`config.mk`:
```
export PLATFORM = sky130hd
export DESIGN_NAME = cpu6502_opcode_predecode_unit
export DESIGN_NICKNAME = d
export VERILOG_FILES = /design/src/c6502pd_pkg.sv /design/src/cpu6502_opcode_predecode_unit.sv /design/src/c6502pd_decode.sv
export SDC_FILE = /design/constraint.sdc
export NUM_CORES = 1
export LEC_CHECK = 0
export BUFFER_PORTS_ARGS = -buffer_cell sky130_fd_sc_hd__buf_2
export CAP_MARGIN = 10
export CORE_ASPECT_RATIO = 1.5
export CORE_MARGIN = 2
export CORE_UTILIZATION = 40
export DETAILED_ROUTE_END_ITERATION = 10
export PLACE_DENSITY_LB_ADDON = 0.25
export RECOVER_POWER = 50
export REMOVE_ABC_BUFFERS = 1
export SETUP_SLACK_MARGIN = 0.02
export SKIP_LAST_GASP = 1
export SLEW_MARGIN = 20
export SYNTH_ARGS = -nofsm -noshare
export SYNTH_HDL_FRONTEND = slang
export SYNTH_SLANG_ARGS = --single-unit
```
`constraint.sdc`:
```
create_clock -name clk_i -period 4 [get_ports clk_i]
set_input_delay 0.8 -clock clk_i [delete_from_list [all_inputs] [get_ports clk_i]]
set_output_delay 0.8 -clock clk_i [all_outputs]
set_load 0.02 [all_outputs]
```
`src/c6502pd_pkg.sv`:
```
// Shared types, opcode constants and the addressing-mode table for the 6502 predecoder.
`default_nettype none

package c6502pd_pkg;

  typedef enum logic [3:0] {
    AM_NONE = 4'd0,
    AM_IMPL = 4'd1,
    AM_INDX = 4'd2,
    AM_ZP   = 4'd3,
    AM_IMM  = 4'd4,
    AM_ACC  = 4'd5,
    AM_ABS  = 4'd6,
    AM_REL  = 4'd7,
    AM_INDY = 4'd8,
    AM_ZPX  = 4'd9,
    AM_ABSY = 4'd10,
    AM_ABSX = 4'd11,
    AM_IND  = 4'd12,
    AM_ZPY  = 4'd13
  } addr_mode_e;

  localparam logic [7:0] OP_BRK     = 8'h00;
  localparam logic [7:0] OP_JSR     = 8'h20;
  localparam logic [7:0] OP_RTI     = 8'h40;
  localparam logic [7:0] OP_JMP_ABS = 8'h4C;
  localparam logic [7:0] OP_RTS     = 8'h60;
  localparam logic [7:0] OP_JMP_IND = 8'h6C;

  // Conditional branches all match xxx10000.
  localparam logic [4:0] BRANCH_LOW_BITS = 5'h10;

  typedef struct packed {
    logic [15:0] instruction_address;
    logic [7:0]  opcode;
    logic [7:0]  operand_low;
    logic [7:0]  operand_high;
  } in_item_t;

  typedef struct packed {
    logic [3:0]  addressing_mode;
    logic [1:0]  length;
    logic        next_valid;
    logic [15:0] next_address;
    logic        target_valid;
    logic [15:0] target_address;
  } out_item_t;

  localparam addr_mode_e MODE_TABLE [256] = '{
    AM_IMPL, AM_INDX, AM_NONE, AM_NONE, AM_NONE, AM_ZP,   AM_ZP,   AM_NONE,
    AM_IMPL, AM_IMM,  AM_ACC,  AM_NONE, AM_NONE, AM_ABS,  AM_ABS,  AM_NONE,
    AM_REL,  AM_INDY, AM_NONE, AM_NONE, AM_NONE, AM_ZPX,  AM_ZPX,  AM_NONE,
    AM_IMPL, AM_ABSY, AM_NONE, AM_NONE, AM_NONE, AM_ABSX, AM_ABSX, AM_NONE,
    AM_ABS,  AM_INDX, AM_NONE, AM_NONE, AM_ZP,   AM_ZP,   AM_ZP,   AM_NONE,
    AM_IMPL, AM_IMM,  AM_ACC,  AM_NONE, AM_ABS,  AM_ABS,  AM_ABS,  AM_NONE,
    AM_REL,  AM_INDY, AM_NONE, AM_NONE, AM_NONE, AM_ZPX,  AM_ZPX,  AM_NONE,
    AM_IMPL, AM_ABSY, AM_NONE, AM_NONE, AM_NONE, AM_ABSX, AM_ABSX, AM_NONE,
    AM_IMPL, AM_INDX, AM_NONE, AM_NONE, AM_NONE, AM_ZP,   AM_ZP,   AM_NONE,
    AM_IMPL, AM_IMM,  AM_ACC,  AM_NONE, AM_ABS,  AM_ABS,  AM_ABS,  AM_NONE,
    AM_REL,  AM_INDY, AM_NONE, AM_NONE, AM_NONE, AM_ZPX,  AM_ZPX,  AM_NONE,
    AM_IMPL, AM_ABSY, AM_NONE, AM_NONE, AM_NONE, AM_ABSX, AM_ABSX, AM_NONE,
    AM_IMPL, AM_INDX, AM_NONE, AM_NONE, AM_NONE, AM_ZP,   AM_ZP,   AM_NONE,
    AM_IMPL, AM_IMM,  AM_ACC,  AM_NONE, AM_IND,  AM_ABS,  AM_ABS,  AM_NONE,
    AM_REL,  AM_INDY, AM_NONE, AM_NONE, AM_NONE, AM_ZPX,  AM_ZPX,  AM_NONE,
    AM_IMPL, AM_ABSY, AM_NONE, AM_NONE, AM_NONE, AM_ABSX, AM_ABSX, AM_NONE,
    AM_NONE, AM_INDX, AM_NONE, AM_NONE, AM_ZP,   AM_ZP,   AM_ZP,   AM_NONE,
    AM_IMPL, AM_NONE, AM_IMPL, AM_NONE, AM_ABS,  AM_ABS,  AM_ABS,  AM_NONE,
    AM_REL,  AM_INDY, AM_NONE, AM_NONE, AM_ZPX,  AM_ZPX,  AM_ZPY,  AM_NONE,
    AM_IMPL, AM_ABSY, AM_IMPL, AM_NONE, AM_NONE, AM_ABSX, AM_NONE, AM_NONE,
    AM_IMM,  AM_INDX, AM_IMM,  AM_NONE, AM_ZP,   AM_ZP,   AM_ZP,   AM_NONE,
    AM_IMPL, AM_IMM,  AM_IMPL, AM_NONE, AM_ABS,  AM_ABS,  AM_ABS,  AM_NONE,
    AM_REL,  AM_INDY, AM_NONE, AM_NONE, AM_ZPX,  AM_ZPX,  AM_ZPY,  AM_NONE,
    AM_IMPL, AM_ABSY, AM_IMPL, AM_NONE, AM_ABSX, AM_ABSX, AM_ABSY, AM_NONE,
    AM_IMM,  AM_INDX, AM_NONE, AM_NONE, AM_ZP,   AM_ZP,   AM_ZP,   AM_NONE,
    AM_IMPL, AM_IMM,  AM_IMPL, AM_NONE, AM_ABS,  AM_ABS,  AM_ABS,  AM_NONE,
    AM_REL,  AM_INDY, AM_NONE, AM_NONE, AM_NONE, AM_ZPX,  AM_ZPX,  AM_NONE,
    AM_IMPL, AM_ABSY, AM_NONE, AM_NONE, AM_NONE, AM_ABSX, AM_ABSX, AM_NONE,
    AM_IMM,  AM_INDX, AM_NONE, AM_NONE, AM_ZP,   AM_ZP,   AM_ZP,   AM_NONE,
    AM_IMPL, AM_IMM,  AM_IMPL, AM_NONE, AM_ABS,  AM_ABS,  AM_ABS,  AM_NONE,
    AM_REL,  AM_INDY, AM_NONE, AM_NONE, AM_NONE, AM_ZPX,  AM_ZPX,  AM_NONE,
    AM_IMPL, AM_ABSY, AM_NONE, AM_NONE, AM_NONE, AM_ABSX, AM_ABSX, AM_NONE
  };

  function automatic logic [1:0] mode_length(addr_mode_e mode);
    logic [1:0] len;
    case (mode)
      AM_IMPL, AM_ACC: len = 2'd1;
      AM_INDX, AM_ZP, AM_IMM, AM_REL, AM_INDY, AM_ZPX, AM_ZPY: len = 2'd2;
      AM_ABS, AM_ABSY, AM_ABSX, AM_IND: len = 2'd3;
      default: len = 2'd0;
    endcase
    return len;
  endfunction

endpackage

`default_nettype wire

```
`src/cpu6502_opcode_predecode_unit.sv`:
```
// Top level of the 6502 instruction predecoder: input register, decode, result register.
//
// Usage:
//   Input channel in_valid_i/in_ready_o carries one instruction per item: its
//   address, opcode and the two bytes that follow. Output channel
//   out_valid_o/out_ready_i carries one result per item: addressing mode,
//   length, fall-through successor and branch/call target.
//   An item passes through the input register and then the result register,
//   with the table lookup and the 16-bit address adds between them.
//   out_valid_o rises once the item has moved into the result register.
//   Throughput is one item per cycle while out_ready_i stays high.
//   When the receiver stalls, the result register holds its item and the input
//   register keeps accepting until it is full too; in_ready_o then drops.
//   Reset clears both valid flags; in_ready_o stays high, so an item can be
//   accepted as soon as reset is released.
`default_nettype none

module cpu6502_opcode_predecode_unit
  import c6502pd_pkg::*;
(
  input  wire       clk_i,
  input  wire       rst_ni,
  input  wire       in_valid_i,
  output logic      in_ready_o,
  input  in_item_t  in_item_i,
  output logic      out_valid_o,
  input  wire       out_ready_i,
  output out_item_t out_item_o
);

  logic      s1_valid_q, s1_valid_d;
  in_item_t  s1_item_q;
  logic      out_valid_q, out_valid_d;
  out_item_t out_item_q;
  out_item_t dec_result;
  logic      out_free;
  logic      s1_advance;
  logic      in_take;

  assign out_free   = !out_valid_q || out_ready_i;
  assign s1_advance = s1_valid_q && out_free;
  assign in_ready_o = !s1_valid_q || out_free;
  assign in_take    = in_valid_i && in_ready_o;

  assign s1_valid_d  = in_take || (s1_valid_q && !out_free);
  assign out_valid_d = s1_advance || (out_valid_q && !out_ready_i);

  c6502pd_decode u_decode (
    .item_i   (s1_item_q),
    .result_o (dec_result)
  );

  always_ff @(posedge clk_i or negedge rst_ni) begin
    if (!rst_ni) begin
      s1_valid_q  <= 1'b0;
      out_valid_q <= 1'b0;
    end else begin
      s1_valid_q  <= s1_valid_d;
      out_valid_q <= out_valid_d;
    end
  end

  // payload registers: load only on transfer, hold otherwise
  always_ff @(posedge clk_i) begin
    if (in_take) begin
      s1_item_q <= in_item_i;
    end
    if (s1_advance) begin
      out_item_q <= dec_result;
    end
  end

  assign out_valid_o = out_valid_q;
  assign out_item_o  = out_item_q;

endmodule

`default_nettype wire

```
`src/c6502pd_decode.sv`:
```
// Combinational predecode of one instruction: mode, length and successor addresses.
`default_nettype none

module c6502pd_decode
  import c6502pd_pkg::*;
(
  input  in_item_t  item_i,
  output out_item_t result_o
);

  addr_mode_e  mode;
  logic [1:0]  len;
  logic [15:0] addr;
  logic [15:0] word;
  logic [15:0] offset;
  logic        is_branch;

  assign addr      = item_i.instruction_address;
  assign word      = {item_i.operand_high, item_i.operand_low};
  assign offset    = {{8{item_i.operand_low[7]}}, item_i.operand_low};
  assign mode      = MODE_TABLE[item_i.opcode];
  assign len       = mode_length(mode);
  assign is_branch = (item_i.opcode[4:0] == BRANCH_LOW_BITS);

  always_comb begin
    result_o                 = '0;
    result_o.addressing_mode = mode;
    result_o.length          = len;

    if (mode != AM_NONE) begin
      if (item_i.opcode == OP_BRK) begin
        // skip the padding byte after BRK
        result_o.next_valid   = 1'b1;
        result_o.next_address = addr + 16'd2;
      end else if (item_i.opcode == OP_JMP_ABS) begin
        result_o.next_valid   = 1'b1;
        result_o.next_address = word;
      end else if (item_i.opcode == OP_RTI || item_i.opcode == OP_RTS ||
                   item_i.opcode == OP_JMP_IND) begin
        result_o.next_valid   = 1'b0;
      end else begin
        result_o.next_valid   = 1'b1;
        result_o.next_address = addr + {14'd0, len};
      end
    end

    if (is_branch) begin
      result_o.target_valid   = 1'b1;
      result_o.target_address = addr + 16'd2 + offset;
    end else if (item_i.opcode == OP_JSR) begin
      result_o.target_valid   = 1'b1;
      result_o.target_address = word;
    end
  end

endmodule

`default_nettype wire

```
After elaboration in Yosys (flattened, before gate mapping):

Memory sizes are Yosys's and may differ from the RTL's.
Cells that the tools add are included.

* add/sub/neg operators: 3
* magnitude comparators: 1
* eq/ne operators: 6
* multiplexer cells: 8
* bitwise logic cells: 1
* reduce and logical (&&, ||, !) cells: 16

Operators with widths (number)
* 2-to-1 mux 17 bit: 3
* equality test 8 x 7 -> 1 bit (second input constant): 4
* 2-to-1 mux 16 bit: 2
* adder 16 bit: 1
* adder 16 x 2 -> 16 bit: 1
* adder 16 x 2 -> 16 bit (second input constant): 1
* greater-or-equal comparator 9 bit (second input constant): 1
* inverter 8 -> 9 bit: 1
* equality test 8 x 6 -> 1 bit (second input constant): 1
* logical NOT 8 bit: 1
* 2-to-1 mux 4 bit: 2
* logical OR 1 bit: 6
* equality test 5 bit (second input constant): 1
* logical AND 1 bit: 4
* logical NOT 1 bit: 4
* nonzero test 4 bit: 1
* 2-to-1 mux 1 bit: 1

* register bits after elaboration: 82
* memory bits (read-only): 1056
* input port bits: 44
* output and inout bits: 42
* logic and storage cells: 49
* memories: 2

Memories
* (name not given): depth 256, width 4, read ports 1, clocked after memory_dff 0, wr ports 0, line c6502pd_decode.sv:21 `assign mode = MODE_TABLE[item_i.opcode];`
* (name not given): depth 16, width 2, read ports 1, clocked after memory_dff 0, wr ports 0, line c6502pd_pkg.sv:86 `case (mode)`

Longest topological paths before layout:

Gate-level depths: netlist (run 1).
An unclocked memory read counts as a cell.

* word-level depth: 9
* gate-level depth with buffers: 22

By module:

Synthesis (run 1) repeated with hierarchy kept, for this count alone.

* cells, all modules: 483
* area total of the unflattened synthesis: 5170.0 um^2

Modules (own cells, without submodules)
* c6502pd_decode: times used 1, cells each 395, area each 2663.8 um^2, seq. area each 0.0 um^2
* cpu6502_opcode_predecode_unit: times used 1, cells each 88, area each 2506.2 um^2, seq. area each 2452.4 um^2

Worst setup path before layout (run 1):

OpenSTA, ideal clock, no wires.

* path type: register -> register
* from: register s1_item_q[16] in the netlist's numbering
* to: register out_item_q, in the netlist out_item_o[31], data pin
* arrival time: 3.842 ns
* required time: 3.729 ns
* slack: -0.113 ns
* stages on the path, launching flop included: 20
* buffers on the path: 0
* cells stage by stage: edfxtp_1 -> inv_1 -> ha_1 -> nor3b_4 -> a211oi_1 -> nor4_4 -> inv_1 -> ha_1 -> mux2i_1 -> mux2i_1 -> ha_1 -> inv_1 -> fa_1 -> nor2b_1 -> nand2_1 -> nor3_1 -> nand3_1 -> xnor2_1 -> a221oi_1 -> nor3_1

RTL lines
* start: declaration: line cpu6502_opcode_predecode_unit.sv:32 `in_item_t s1_item_q;`
* start signal: assignment: line cpu6502_opcode_predecode_unit.sv:66 `s1_item_q <= in_item_i;`
* end signal: assignment: line cpu6502_opcode_predecode_unit.sv:69 `out_item_q <= dec_result;`
* end: declaration: line cpu6502_opcode_predecode_unit.sv:34 `out_item_t out_item_q;`

==> metrics.md, run 1 <==
| Metric | Value |
|---|---|
| Nets | `677` |
| WS Path Type | `reg -> reg` |
| Tmin final | `4.04 ns` |
| Antenna cells | `0` |
| Drt total wl | `14,000 µm` |
| Final ANT Viol Nets | `0` |
| Top cell type's share of synthesized area | `47.7%` |
| HP Class | `in -> async` |
| GRT overflow | `0` |
| Critical Path End Type | `register` |
| Vias per cell | `5.46` |
| Asr flop ratio synth | `2.44%` |
| Die ar. | `13,500 µm²` |
| Post-synth EDFFs | `80` |
| RSZ-0062 raised after global routing | `yes` |
| First drt pass iteration count | `4` |
| I/O pin count | `86` |
| Vias in the first global route | `4,255` |
| CTS Buf Count | `9` |
| CTS tree | `yes` |
| Starting Density | `40.6%` |
| Final setup violation count | `1` |
| TNS Setup | `-0.0382 ns` |
| Fin crit share | `101%` |
| RR Startpoint | `s1_item_q[16]` |
| Final WS setup | `-0.0382 ns` |
| Total power | `2.69 mW` |
| GRT Util Overall | `21.0%` |
| VDD IR-drop max | `207 µV` |
| Clk Latency, worst-skew pair | `0.34 ns` |
| IO buf count | `85` |
| Sink Count | `82` |
| Clock transition at path regs | `0.07 ns` |
| Status | `finished with violations` |
| Cell taking the most area after synthesis | `edfxtp_1` |
| Clock Tree Buf Depth | `2` |
| Fillers | `1,114` |
| Max FO, Critical Path | `3` |
| Synth warn | `0` |
| Synth area leaders | `edfxtp_1 48%, ha_1 6.2%, xnor2_1 3.8%, nand2_1 3.2%, xor2_1 3.0%` |
| Syn Area/Cell | `11.0 µm²` |
| H-tree depth | `3` |
| Initial antenna violation count | `0` |
| Placed Instance Area | `5980 µm²` |
| Leak Pwr | `2.62 nW` |
| FMAX | `0.248 GHz` |
| Clock Skew | `0.00946 ns` |
| Pwr Density | `402 nW/µm²` |
| Failing checks | `max-capacitance violations, max-slew violations, negative setup slack` |
| Pin count of the biggest net entering global routing | `41` |
| Clock Tree Root | `clkbuf_16` |
| Cell Rows | `50` |
| Number of DRC markers in iteration 0 | `138` |
| WHS | `0.234 ns` |
| Slew HR | `-89.4%` |
| Startpoint Class | `register` |
| Max-Cap Viols | `1` |
| Synth-to-Final Area Change | `33.0%` |
| RePlAce Congestion | `0.861` |
| Die width | `95.6 µm` |
| Global-route wire length before repair | `21,600 µm` |
| End of the worst register-to-register path | `out_item_o[31]` |
| Worst path arrival time | `4.12 ns` |
| Mapped Area | `5030 µm²` |
| Layout cells sized above 1 | `34.2%` |
| Die Y | `141 µm` |
| Area of the core | `12,400 µm²` |
| Post-DR wirelength/cell | `18.3 µm` |
| Fin. max-slew vios | `41` |
| Main synth FF type | `edfxtp_1` |
| Slew at the pin with the worst max-slew slack | `2.84 ns` |
| Pre-CTS WS | `-0.501 ns` |
| Drt drc | `0` |
| Design area | `6700 µm²` |
| Reg2Reg Setup Slack | `-0.04 ns` |
| Reg2reg path depth | `21` |
| Synth Instances | `457` |
| Number of synthesized register bits | `82` |
| Routed vias | `4,190` |
| Data required, critical path | `4.08 ns` |
| DP Wirelength | `10,300 µm` |
| Sequential fraction of the synthesis area | `48.7%` |
| Synth unique cells | `67` |
| Final hold viol count | `0` |
[layer usage]
| layer | wire length (µm) | up-vias | GRT usage, % |
|---|---|---|---|
| met5 | 0 | - | 0 |
| met4 | 411 | 0 | 9.17 |
| met3 | 507 | 28 | 3.40 |
| met2 | 7520 | 117 | 37.5 |
| met1 | 5600 | 2031 | 24.1 |
| li1 | - | 2014 | - |
[logic make-up after synthesis]
kind of cell / synth area share [%]
and+or+nand+nor: 16.7
AOI/OAI and AO/OA: 15.6
DFF: 48.7
muxes: 1.29
xor gates and xnor gates: 7.11
adders and majority gates: 7.01
buffers and inverters: 3.50
[critical path, stage by stage (launching register included)]
cell and delay [ns]:
edfxtp_1 0.38, inv_2 0.07, buf_6 0.13, buf_6 0.11, or3_1 0.35, o2111ai_2 0.13
nand2_2 0.11, nor4_4 0.27, inv_2 0.10, ha_4 0.27, mux2i_1 0.06, mux2i_1 0.19
ha_2 0.23, inv_2 0.04, fa_2 0.37, nor2b_4 0.15, nand2_4 0.08, nor3_4 0.16
nand3_2 0.12, xnor2_2 0.16, a221oi_2 0.22, nor3_1 0.07
[registers in the layout, indices dropped and copies added, names as in the netlist]
signal	cells
out_valid_o	1
s1_item_q	40
out_item_o	40
s1_valid_q	1
[how the worst max path moves through the flow]
stage	from	endpoint	slack, ns	cells after the start
3_5_place_dp	s1_item_q[17]	out_item_o[31]	-0.50	22
5_1_grt	s1_item_q[17]	out_item_o[31]	-0.24	23
6_report	s1_item_q[16]	out_item_o[31]	-0.04	21
2_1_floorplan	s1_item_q[16]	out_item_o[31]	-0.15	19
4_1_cts	s1_item_q[16]	out_item_o[31]	-0.11	21
3_3_place_gp	s1_item_q[17]	out_item_o[31]	-0.38	22
[report_power, final]
| part | total [mW] | internal (mW) | leakage (nW) | switching, mW |
|---|---|---|---|---|
| Combinational | 0.674 | 0.301 | 1.65 | 0.374 |
| Sequential | 1.09 | 1.04 | 0.799 | 0.0463 |
| Clock | 0.934 | 0.562 | 0.164 | 0.372 |
[layout make-up]
type	count	area, µm²	share of cell area (%)
inverter	12	47.5	0.710
clock buffer	9	225	3.36
timing repair buffer	159	970	14.5
sequential	82	2450	36.6
clock inverter	7	109	1.63
tap	156	195	2.91
multi-input combinational	342	2700	40.3
[synth_stat cells (all sizes together), types with 13 or more instances]
| master | n |
|---|---|
| edfxtp | 80 |
| a221oi | 16 |
| nand2 | 44 |
| nor3 | 18 |
| nor2 | 40 |
| xor2 | 17 |
| ha | 25 |
| o21ai | 29 |
| xnor2 | 23 |
| buf | 15 |
| a21oi | 20 |
| nand3 | 13 |
[timing repair]
action / in CTS / in global routing
hold buffers: 0 / 0
pin swaps: 20 / 32
resized for setup: 31 / 47
setup buffers: 5 / 10
setup endpoints to repair: 13 / 13
[placed cells by master, fill, tap and decap left out, types with 9 or more instances in the layout]
| cell | Yosys | routed |
|---|---|---|
| edfxtp_1 | 80 | 80 |
| o21ai_0 | 27 | 22 |
| xor2_1 | 17 | 17 |
| ha_1 | 25 | 19 |
| clkbuf_1 | 6 | 42 |
| xnor2_1 | 22 | 21 |
| nor2_1 | 37 | 30 |
| buf_4 | 1 | 63 |
| buf_2 | 10 | 43 |
| buf_6 | 3 | 11 |
| nor3_1 | 11 | 9 |
| nand2_1 | 43 | 38 |
| nand3_1 | 13 | 11 |
| a221oi_1 | 16 | 12 |
| clkbuf_16 | 0 | 9 |
| a21oi_1 | 20 | 17 |
[per-stage QoR]
step / util (%) / instances
2_1_floorplan: - / 436
3_3_place_gp: 48.3 / 737
3_5_place_dp: 48.3 / 737
4_1_cts: 52.3 / 758
5_1_grt: 54.1 / 767
6_report: 54.1 / 767
No activity file was read; power rests on OpenSTA's default activity.
==> run 2, diff against run 1 <==
Settings changed: CELL_PAD_IN_SITES_DETAIL_PLACEMENT set to 0, CELL_PAD_IN_SITES_GLOBAL_PLACEMENT set to 1.
==> run 2 against run 1 <==
The run ends with negative setup slack left. Clock skew up 0.0027 ns. Worst setup slack worse by 0.087 ns. Largest cell class unchanged. Sequential share of layout area decreased by 0.29 points. Die area is the same. Critical path type unchanged. Critical endpoint unchanged. Highest routed layer unchanged.
==> metrics.md, run 2 (synthesis results as in run 1) <==
| Metric | Value |
|---|---|
| FMAX | `0.242 GHz` |
| Vias per cell | `5.43` |
| Initial antenna violation count | `0` |
| Area of the core | `12,400 µm²` |
| Fin crit share | `103%` |
| Final WS setup | `-0.126 ns` |
| Global-route wire length before repair | `22,600 µm` |
| Buf/Inv on CP | `3` |
| Sink Count | `82` |
| RSZ-0062 raised after global routing | `yes` |
| Synth-to-Final Area Change | `34.1%` |
| Data required, critical path | `4.07 ns` |
| Critical Path End Type | `register` |
| GRT overflow | `0` |
| Fillers | `1,120` |
| GRT Util Overall | `22.2%` |
| HP Class | `in -> async` |
| Cell Rows | `50` |
| Max FO, Critical Path | `4` |
| Worst path arrival time | `4.20 ns` |
| Die ar. | `13,500 µm²` |
| Tmin final | `4.13 ns` |
| Utilization after layout | `54.5%` |
| Final setup violation count | `4` |
| Drt total wl | `14,700 µm` |
| Nets | `688` |
| Die width | `95.6 µm` |
| Crit path cell chain | `inv_2, ha_4, buf_6, nor2_4, o22ai_4, a21oi_2, o22a_1, o221ai_2, nand3_2, ha_4, mux2i_1, mux2i_1, ha_2, inv_2, fa_2, nor2b_4, nand2_2, nor3_4, nand3_1, xnor2_1, a221oi_1, nor3_1` |
| IO buf count | `85` |
| Antenna cells | `0` |
| Status | `finished with violations` |
| Drt drc | `0` |
| Number of DRC markers in iteration 0 | `214` |
| Clock Tree Root | `clkbuf_16` |
| Pin count of the biggest net entering global routing | `41` |
| Design area | `6750 µm²` |
| Layout cells sized above 1 | `34.7%` |
| Startpoint Class | `register` |
| Failing checks | `negative setup slack` |
| RePlAce Congestion | `0.891` |
| Leak Pwr | `2.65 nW` |
| Pwr Density | `394 nW/µm²` |
| Die Y | `141 µm` |
| TNS Setup | `-0.307 ns` |
| Slew at the pin with the worst max-slew slack | `1.10 ns` |
| Max-Cap Viols | `0` |
| CTS Buf Count | `9` |
| Slew HR | `25.9%` |
| Clk Latency, worst-skew pair | `0.34 ns` |
| Leading cell type in the layout, fill and taps excluded | `edfxtp_1` |
| WS Path Type | `reg -> reg` |
| Final hold viol count | `0` |
| Post-DR wirelength/cell | `19.0 µm` |
| Clock Tree Buf Depth | `2` |
| CP max stage cell | `edfxtp_1` |
| Starting Density | `40.6%` |
| Vias in the first global route | `4,312` |
| Fin. max-slew vios | `0` |
| Clock transition at path regs | `0.06 ns` |
| CTS tree | `yes` |
| First drt pass iteration count | `5` |
| Hold buffers post-CTS | `0` |
| Final ANT Viol Nets | `0` |
| VDD IR-drop max | `239 µV` |
| DP Wirelength | `10,900 µm` |
| Placed Instance Area | `6030 µm²` |
| Most frequent cells in the layout | `80 x edfxtp_1, 74 x buf_4, 43 x buf_2, 42 x clkbuf_1, 37 x nand2_1` |
| I/O pin count | `86` |
| Routed vias | `4,216` |
| CP max stage delay | `0.42 ns` |
| H-tree depth | `3` |
| Clock Skew | `0.0122 ns` |
| Delay-heaviest family, CP | `adder cells` |
-- run 2: power breakdown --
part	total [mW]	switching, mW	internal [mW]
Sequential	1.08	0.0462	1.04
Clock	0.873	0.334	0.540
Combinational	0.702	0.384	0.317
Total	2.66	0.764	1.90
-- run 2: path summary, 6_finish.rpt --
check                               from              to  slack (ns)  cells after the start
max                        s1_item_q[16]  out_item_o[31]       -0.13                     22
min                               rst_ni     out_valid_o        0.24                      1
max reg2reg                s1_item_q[16]  out_item_o[31]       -0.13                     22
min reg2reg                   s1_valid_q     out_valid_o        0.50                      1
max in group asynchronous         rst_ni      s1_valid_q        3.64                      1
min in group clk_i            s1_valid_q     out_valid_o        0.50                      1
-- run 2: routing by layer --
| layer | track usage, % | vias to the layer above | part of all wire (%) | wire [µm] |
|---|---|---|---|---|
| met5 | 0 | - | 0 | 0 |
| met4 | 9.17 | 0 | 2.6 | 384 |
| met3 | 2.76 | 24 | 3.4 | 506 |
| met2 | 40.6 | 119 | 54 | 8000 |
| met1 | 25.4 | 2038 | 40 | 5850 |
| li1 | - | 2035 | - | - |
-- run 2: layout make-up --
cell class	count	area [µm²]	area share (%)
clock inverters	5	81.3	1.21
well taps	156	195	2.89
flip-flops and latches	82	2450	36.3
multi-input cells	342	2700	39.9
inverters	12	47.5	0.704
repair buffers	170	1050	15.6
clock buffers	9	225	3.34
-- run 2: stage by stage --
stage / power [mW] / hold WS [ns] / std cells / setup slack, ns
global route: 2.78 / 0.234 / 776 / -0.306
floorplan: 1.47 / 0.449 / 436 / -0.150
CTS: 2.63 / 0.232 / 768 / -0.125
detailed placement: 1.71 / 0.483 / 744 / -0.585
finish: 2.66 / 0.239 / 776 / -0.126
global placement: 1.71 / 0.465 / 744 / -0.374
-- run 2: repair_timing --
action                     4_1_cts  5_1_grt
gates resized for setup         35       41
setup buffers                   10        8
setup endpoints to repair       11       12
pin swaps                       22       25
